## config.mk

```make
export PLATFORM = sky130hd
export DESIGN_NAME = c2s_isqrt
export DESIGN_NICKNAME = d
export VERILOG_FILES = /design/src/hdl/c2s_pkg.sv /design/src/hdl/c2s_isqrt.sv
export SDC_FILE = /design/constraint.sdc
export NUM_CORES = 2
export LEC_CHECK = 0
export ABC_CLOCK_PERIOD_IN_PS = 4000
export BUFFER_PORTS_ARGS = -buffer_cell sky130_fd_sc_hd__buf_2
export CELL_PAD_IN_SITES_DETAIL_PLACEMENT = 1
export CELL_PAD_IN_SITES_GLOBAL_PLACEMENT = 2
export CORE_ASPECT_RATIO = 0.9
export CORE_UTILIZATION = 41
export DETAILED_ROUTE_END_ITERATION = 7
export PLACE_DENSITY = 0.84
export SETUP_SLACK_MARGIN = 0.2
export SLEW_MARGIN = 10
export SYNTH_ARGS = -nofsm -noshare
export SYNTH_HDL_FRONTEND = slang
export SYNTH_SLANG_ARGS = --single-unit
```

## constraint.sdc

```tcl
create_clock -name clk -period 4 [get_ports clk]
set_clock_uncertainty 0.15 [all_clocks]
set_input_delay 0.6 -clock clk [delete_from_list [all_inputs] [get_ports clk]]
set_output_delay 0.6 -clock clk [all_outputs]
set_load 0.01 [all_outputs]
```

## src/hdl/c2s_pkg.sv

```systemverilog
`timescale 1ns / 1ps
// Shared constants and the arctangent table for the Cartesian to spherical converter.
// Depends on nothing; the design files use it by scoped names.
package c2s_pkg;

	localparam int COORD_W      = 16;
	localparam int SQ_W         = 32;
	localparam int SQRT_IN_W    = 56;
	localparam int SQRT_STEPS   = SQRT_IN_W / 2;
	localparam int ROOT_W       = SQRT_STEPS;
	localparam int REM_W        = ROOT_W + 2;
	localparam int CORDIC_STEPS = 22;
	localparam int CORDIC_LAT   = CORDIC_STEPS + 1;
	localparam int VEC_W        = 50;
	localparam int ACC_W        = 26;
	localparam int ATAN_W       = 22;
	localparam int COORD_DLY    = SQRT_STEPS + 2;
	localparam int FLAG_DLY     = SQRT_STEPS + CORDIC_LAT;
	localparam int PIPE_LAT     = 3 + SQRT_STEPS + CORDIC_LAT + 1;

	localparam logic signed [ACC_W-1:0] ANG_HALF_TURN = ACC_W'(8388608);
	localparam logic [15:0] POLAR_MAX = 16'd32768;

	// atan(2^-i) in units of 2^-24 turn
	function automatic logic [ATAN_W-1:0] atan_entry(input int idx);
		logic [ATAN_W-1:0] val;
		case (idx)
			0:  val = 22'd2097152;
			1:  val = 22'd1238021;
			2:  val = 22'd654136;
			3:  val = 22'd332050;
			4:  val = 22'd166669;
			5:  val = 22'd83416;
			6:  val = 22'd41718;
			7:  val = 22'd20860;
			8:  val = 22'd10430;
			9:  val = 22'd5215;
			10: val = 22'd2608;
			11: val = 22'd1304;
			12: val = 22'd652;
			13: val = 22'd326;
			14: val = 22'd163;
			15: val = 22'd81;
			16: val = 22'd41;
			17: val = 22'd20;
			18: val = 22'd10;
			19: val = 22'd5;
			20: val = 22'd3;
			21: val = 22'd1;
			default: val = '0;
		endcase
		return val;
	endfunction

endpackage

```

## src/hdl/c2s_isqrt.sv

```systemverilog
`timescale 1ns / 1ps
// Pipelined digit-by-digit integer square root, one root bit per register stage.
// Depends on c2s_pkg for widths and step count.
module c2s_isqrt (
	input  logic                             clk,
	input  logic [c2s_pkg::SQRT_IN_W-1:0]    num,
	output logic [c2s_pkg::ROOT_W-1:0]       root,
	output logic [c2s_pkg::REM_W-1:0]        rem
);

	logic [c2s_pkg::SQRT_IN_W-1:0] num_s  [c2s_pkg::SQRT_STEPS];
	logic [c2s_pkg::REM_W-1:0]     rem_s  [c2s_pkg::SQRT_STEPS];
	logic [c2s_pkg::ROOT_W-1:0]    root_s [c2s_pkg::SQRT_STEPS];

	for (genvar k = 0; k < c2s_pkg::SQRT_STEPS; k++) begin : g_step
		logic [c2s_pkg::SQRT_IN_W-1:0] n_in;
		logic [c2s_pkg::REM_W-1:0]     r_in;
		logic [c2s_pkg::ROOT_W-1:0]    q_in;
		logic [c2s_pkg::REM_W+1:0]     shifted;
		logic [c2s_pkg::REM_W+1:0]     trial;
		logic [c2s_pkg::REM_W+1:0]     diff;
		logic                          fits;

		if (k == 0) begin : g_first
			assign n_in = num;
			assign r_in = '0;
			assign q_in = '0;
		end else begin : g_next
			assign n_in = num_s[k-1];
			assign r_in = rem_s[k-1];
			assign q_in = root_s[k-1];
		end

		// bring down the next bit pair and try (2*root+1)^2 growth
		assign shifted = {r_in, n_in[c2s_pkg::SQRT_IN_W-1 -: 2]};
		assign trial   = {2'b00, q_in, 2'b01};
		assign fits    = (shifted >= trial);
		assign diff    = shifted - trial;

		always_ff @(posedge clk) begin
			num_s[k]  <= {n_in[c2s_pkg::SQRT_IN_W-3:0], 2'b00};
			rem_s[k]  <= fits ? diff[c2s_pkg::REM_W-1:0] : shifted[c2s_pkg::REM_W-1:0];
			root_s[k] <= {q_in[c2s_pkg::ROOT_W-2:0], fits};
		end
	end

	assign root = root_s[c2s_pkg::SQRT_STEPS-1];
	assign rem  = rem_s[c2s_pkg::SQRT_STEPS-1];

endmodule

```

==> impl_metrics.env <==
export IMPL_min_path_type="flop to flop"
export IMPL_p_comb_share_pct=17.5
export IMPL_grt_max_degree=47
export IMPL_synth_cells=7139
export IMPL_cp_slowest_cell="or4b_4"
export IMPL_cp_top_family="simple AND/OR/NAND/NOR gates"
export IMPL_fin_crit_sh_pct=92.0
export IMPL_pwr_share_seq_pct=47.0
export IMPL_reg2reg_to="rem_s[0][463]"
export IMPL_synth_top_cell_area_share_pct=54.5
export IMPL_endpoint_kind="flop"
export IMPL_final_layout_size_suffix_gt1_share_pct=8.66
export IMPL_ys_seq_area_share_pct=54.5
export IMPL_ant_nets=0
export IMPL_num_vias=50100
export IMPL_nFillCells=19100
export IMPL_whs_endpoint="num_s[0][345]"
export IMPL_peakVddDrop_v=0.000422
export IMPL_clk_latency_ns=0.88
export IMPL_root_buffer="clkbuf_16"
export IMPL_die_area_mm2=0.177
export IMPL_setup_viol=0
export IMPL_finalCriticalPeriod_ns=3.68
export IMPL_synth_fp_nets=7634
export IMPL_required_ns=4.56
export IMPL_ios=115
export IMPL_synth_compound_area_share_pct=12.7
export IMPL_crit_fanout=15
export IMPL_cts_tree="done"
export IMPL_hold_depth=0
export IMPL_drc=0
export IMPL_rsz0062_at_grt="false"
export IMPL_hold_violations=0
export IMPL_tightest_slew_ns=0.901
export IMPL_critPathKind="flop to flop"
export IMPL_clock_sinks=1960
export IMPL_synth_edff_count=0
export IMPL_synthTopCellsByArea="dfxtp_1 54%, ha_1 7.6%, xor2_1 4.1%"
export IMPL_core_mm2=0.174
export IMPL_ys_warn_count=0
export IMPL_num_rows=145
export IMPL_synth_common_cells="1960 x dfxtp_1, 553 x inv_1, 488 x nand2_1"
export IMPL_synth_seq_cells=1960
export IMPL_area_growth_pct=15.6
export IMPL_htreeDepth=4
export IMPL_clk_pin_slew_ns=0.07
export IMPL_chipWidth_um=444
export IMPL_synthAdderAreaFrac_pct=7.61
export IMPL_p_clk_share_pct=35.5
export IMPL_hold_path_startpoint="num_s[0][289]"
export IMPL_critical_path_cell_chain="inv_1 > ha_2 > or4_4 > or4_4 > or4_4 > or4b_4 > a211oi_4 > nor2_4 > buf_12 > mux2_4"
export IMPL_dpl_hpwl_um=128000
export IMPL_viasPerCell=5.07
export IMPL_finalWirelength_um=174000
export IMPL_start_util_pct=41.4
export IMPL_cpMostUsedCell="or4_4"
export IMPL_p_per_area_mw_per_mm2=655
export IMPL_dr_pass1_iters=7
export IMPL_overflow=0
export IMPL_synth_cell_type_count=94
export IMPL_synth_area_per_cell_um2=10.1
export IMPL_swShare_pct=29.5
export IMPL_p_switching_w=0.0161
export IMPL_synth_xor_xnor_area_share_pct=8.10
export IMPL_critPathMaxStageDelay_ns=0.55
export IMPL_grt_pass1_vias=52900
export IMPL_grt_antenna_before_repair=2
export IMPL_fin_tns_setup_ns=0
export IMPL_cts_buffers=195
export IMPL_gp_congestion=0.880
export IMPL_p_int_w=0.0385
export IMPL_path_buf_inv=2
export IMPL_grt_usage_pct=19.5
export IMPL_max_cap_viol_count=0
export IMPL_reg2reg_from="root_s[3][70]"
export IMPL_grt_pass1_wl_um=281000
export IMPL_ys_flop_type="dfxtp_1"
export IMPL_synth_most_common_cell="dfxtp_1"
export IMPL_final_nets=7939
export IMPL_dp_cells=9461
export IMPL_slew_limit_headroom_pct=39.3
export IMPL_slew_viol_final=0
export IMPL_syn_cell_area_mm2=0.0720
export IMPL_rrSetupSlack_ns=0.32
export IMPL_synth_simple_area_share_pct=12.6
export IMPL_port_buffers=114
export IMPL_antennaDiodeCount=0
export IMPL_arrival_ns=4.24
export IMPL_clk_path_buf_depth=3
export IMPL_muxShareOfSynthArea_pct=0.900
export IMPL_rr_worst_depth=10
export IMPL_drtIter0Drc=2220
export IMPL_stdcell_count=9885
export IMPL_status="complete, no violations"
export IMPL_wl_per_cell_um=17.6
export IMPL_yosysTopAreaCell="dfxtp_1"
export IMPL_synth_async_reset_ratio_pct=0
export IMPL_die_h_um=400
export IMPL_max_clock_freq_mhz=272
export IMPL_leakage_nw=38.8
export IMPL_synth_top_family_by_area="compound AO/OA/AOI/OAI gates"
export IMPL_setup_worst_path_start_class="flop"
-- cell type report --
class | instances | area [um^2] | area share (%)
well taps | 2278 | 2850 | 3.42
clock inverters | 98 | 1460 | 1.75
clock buffers | 262 | 5590 | 6.72
multi-input cells | 4490 | 30300 | 36.4
flip-flops and latches | 1960 | 39200 | 47.1
repair buffers | 241 | 1720 | 2.06
inverters | 556 | 2090 | 2.51
-- state kept, by name, indices dropped and copies added (netlist names) --
signal  count
root_s    406
rem_s     798
num_s     756
-- timing repair --
item / CTS / global route
resized for setup: 4 / 7
buffers inserted: 3 / 4
pin swaps: 2 / 1
endpoints found under the hold margin: 57 / 0
hold buffers: 57 / 0
endpoints found under the setup margin: 2 / 46
-- kinds of logic after synthesis --
| logic type | after synthesis |
|---|---|
| AND/OR/NAND/NOR | 1852 |
| buffers and inverters | 689 |
| XOR/XNOR | 666 |
| other | 1 |
| AO/OA/AOI/OAI | 1476 |
| multiplexers | 57 |
| adder cells (fa/ha/maj) | 438 |
| flip-flops | 1960 |
-- per-stage QoR --
stage | hold slack [ns] | total power (W) | cell area (um^2) | setup WS (ns) | utilization [%]
after detailed placement | 0.163 | 0.0355 | 75500 | 0.220 | 43.4
after global routing | 0.0963 | 0.0574 | 83200 | 0.216 | 47.8
final | 0.0927 | 0.0545 | 83200 | 0.319 | 47.8
after global placement | 0.160 | 0.0351 | 75500 | 0.278 | 43.4
after CTS | 0.0902 | 0.0552 | 83200 | 0.215 | 47.8
after floorplan | 0.160 | 0.0321 | 72000 | 0.514 | -
-- power by group through the flow --
stage                     Clock, W  Sequential [W]  Combinational [W]
after CTS                   0.0199          0.0257            0.00957
after floorplan                  0          0.0250            0.00708
after global routing        0.0207          0.0260             0.0107
after global placement           0          0.0260            0.00916
final                       0.0194          0.0256            0.00953
after detailed placement         0          0.0261            0.00939
-- worst max path at each step --
| stage | depth (start not counted) | slack [ns] | end | startpoint |
|---|---|---|---|---|
| after floorplan | 10 | 0.51 | rem_s[0][457] | root_s[3][70] |
| after global placement | 10 | 0.28 | rem_s[0][457] | root_s[3][70] |
| after detailed placement | 10 | 0.22 | rem_s[0][457] | root_s[3][70] |
| after CTS | 10 | 0.22 | rem_s[0][463] | root_s[3][70] |
| after global routing | 10 | 0.22 | rem_s[0][463] | root_s[3][70] |
| final | 10 | 0.32 | rem_s[0][463] | root_s[3][70] |
-- worst reg2reg max path: stages (launching register included) --
cell	delay [ns]
dfxtp_1	0.33
inv_1	0.05
ha_2	0.19
or4_4	0.54
or4_4	0.45
or4_4	0.46
or4b_4	0.55
a211oi_4	0.23
nor2_4	0.10
buf_12	0.17
mux2_4	0.30
-- cells in the final DEF (no fill, tap or decap), types with 36 or more instances in the layout --
cell / instances
dfxtp_1: 1960
inv_1: 553
nand2_1: 488
a21oi_1: 459
nor2_1: 454
ha_1: 437
o21ai_0: 393
xor2_1: 334
xnor2_1: 332
clkbuf_16: 195
a21o_1: 180
nor3_1: 166
nand3_1: 134
buf_2: 114
nor4_1: 84
o21a_1: 81
or3_1: 81
nand2b_1: 77
nor2b_1: 71
nand4_1: 66
buf_4: 66
dlygate4sd3_1: 57
and3_1: 52
o31ai_1: 46
clkbuf_8: 46
mux2_2: 45
o21bai_1: 41
or2_2: 36
clkinv_2: 36
-- metal layers --
layer | GRT usage (%) | routed length, um | share of wire (%) | vias to the layer above
met1 | 24.2 | 78600 | 45 | 24200
met3 | 2.70 | 4850 | 2.8 | 297
met5 | 0 | 0 | 0 | -
li1 | - | - | - | 25000
met4 | 5.65 | 4240 | 2.4 | 0
met2 | 34.9 | 86400 | 50 | 615
Power figures use the tool's default switching activity.
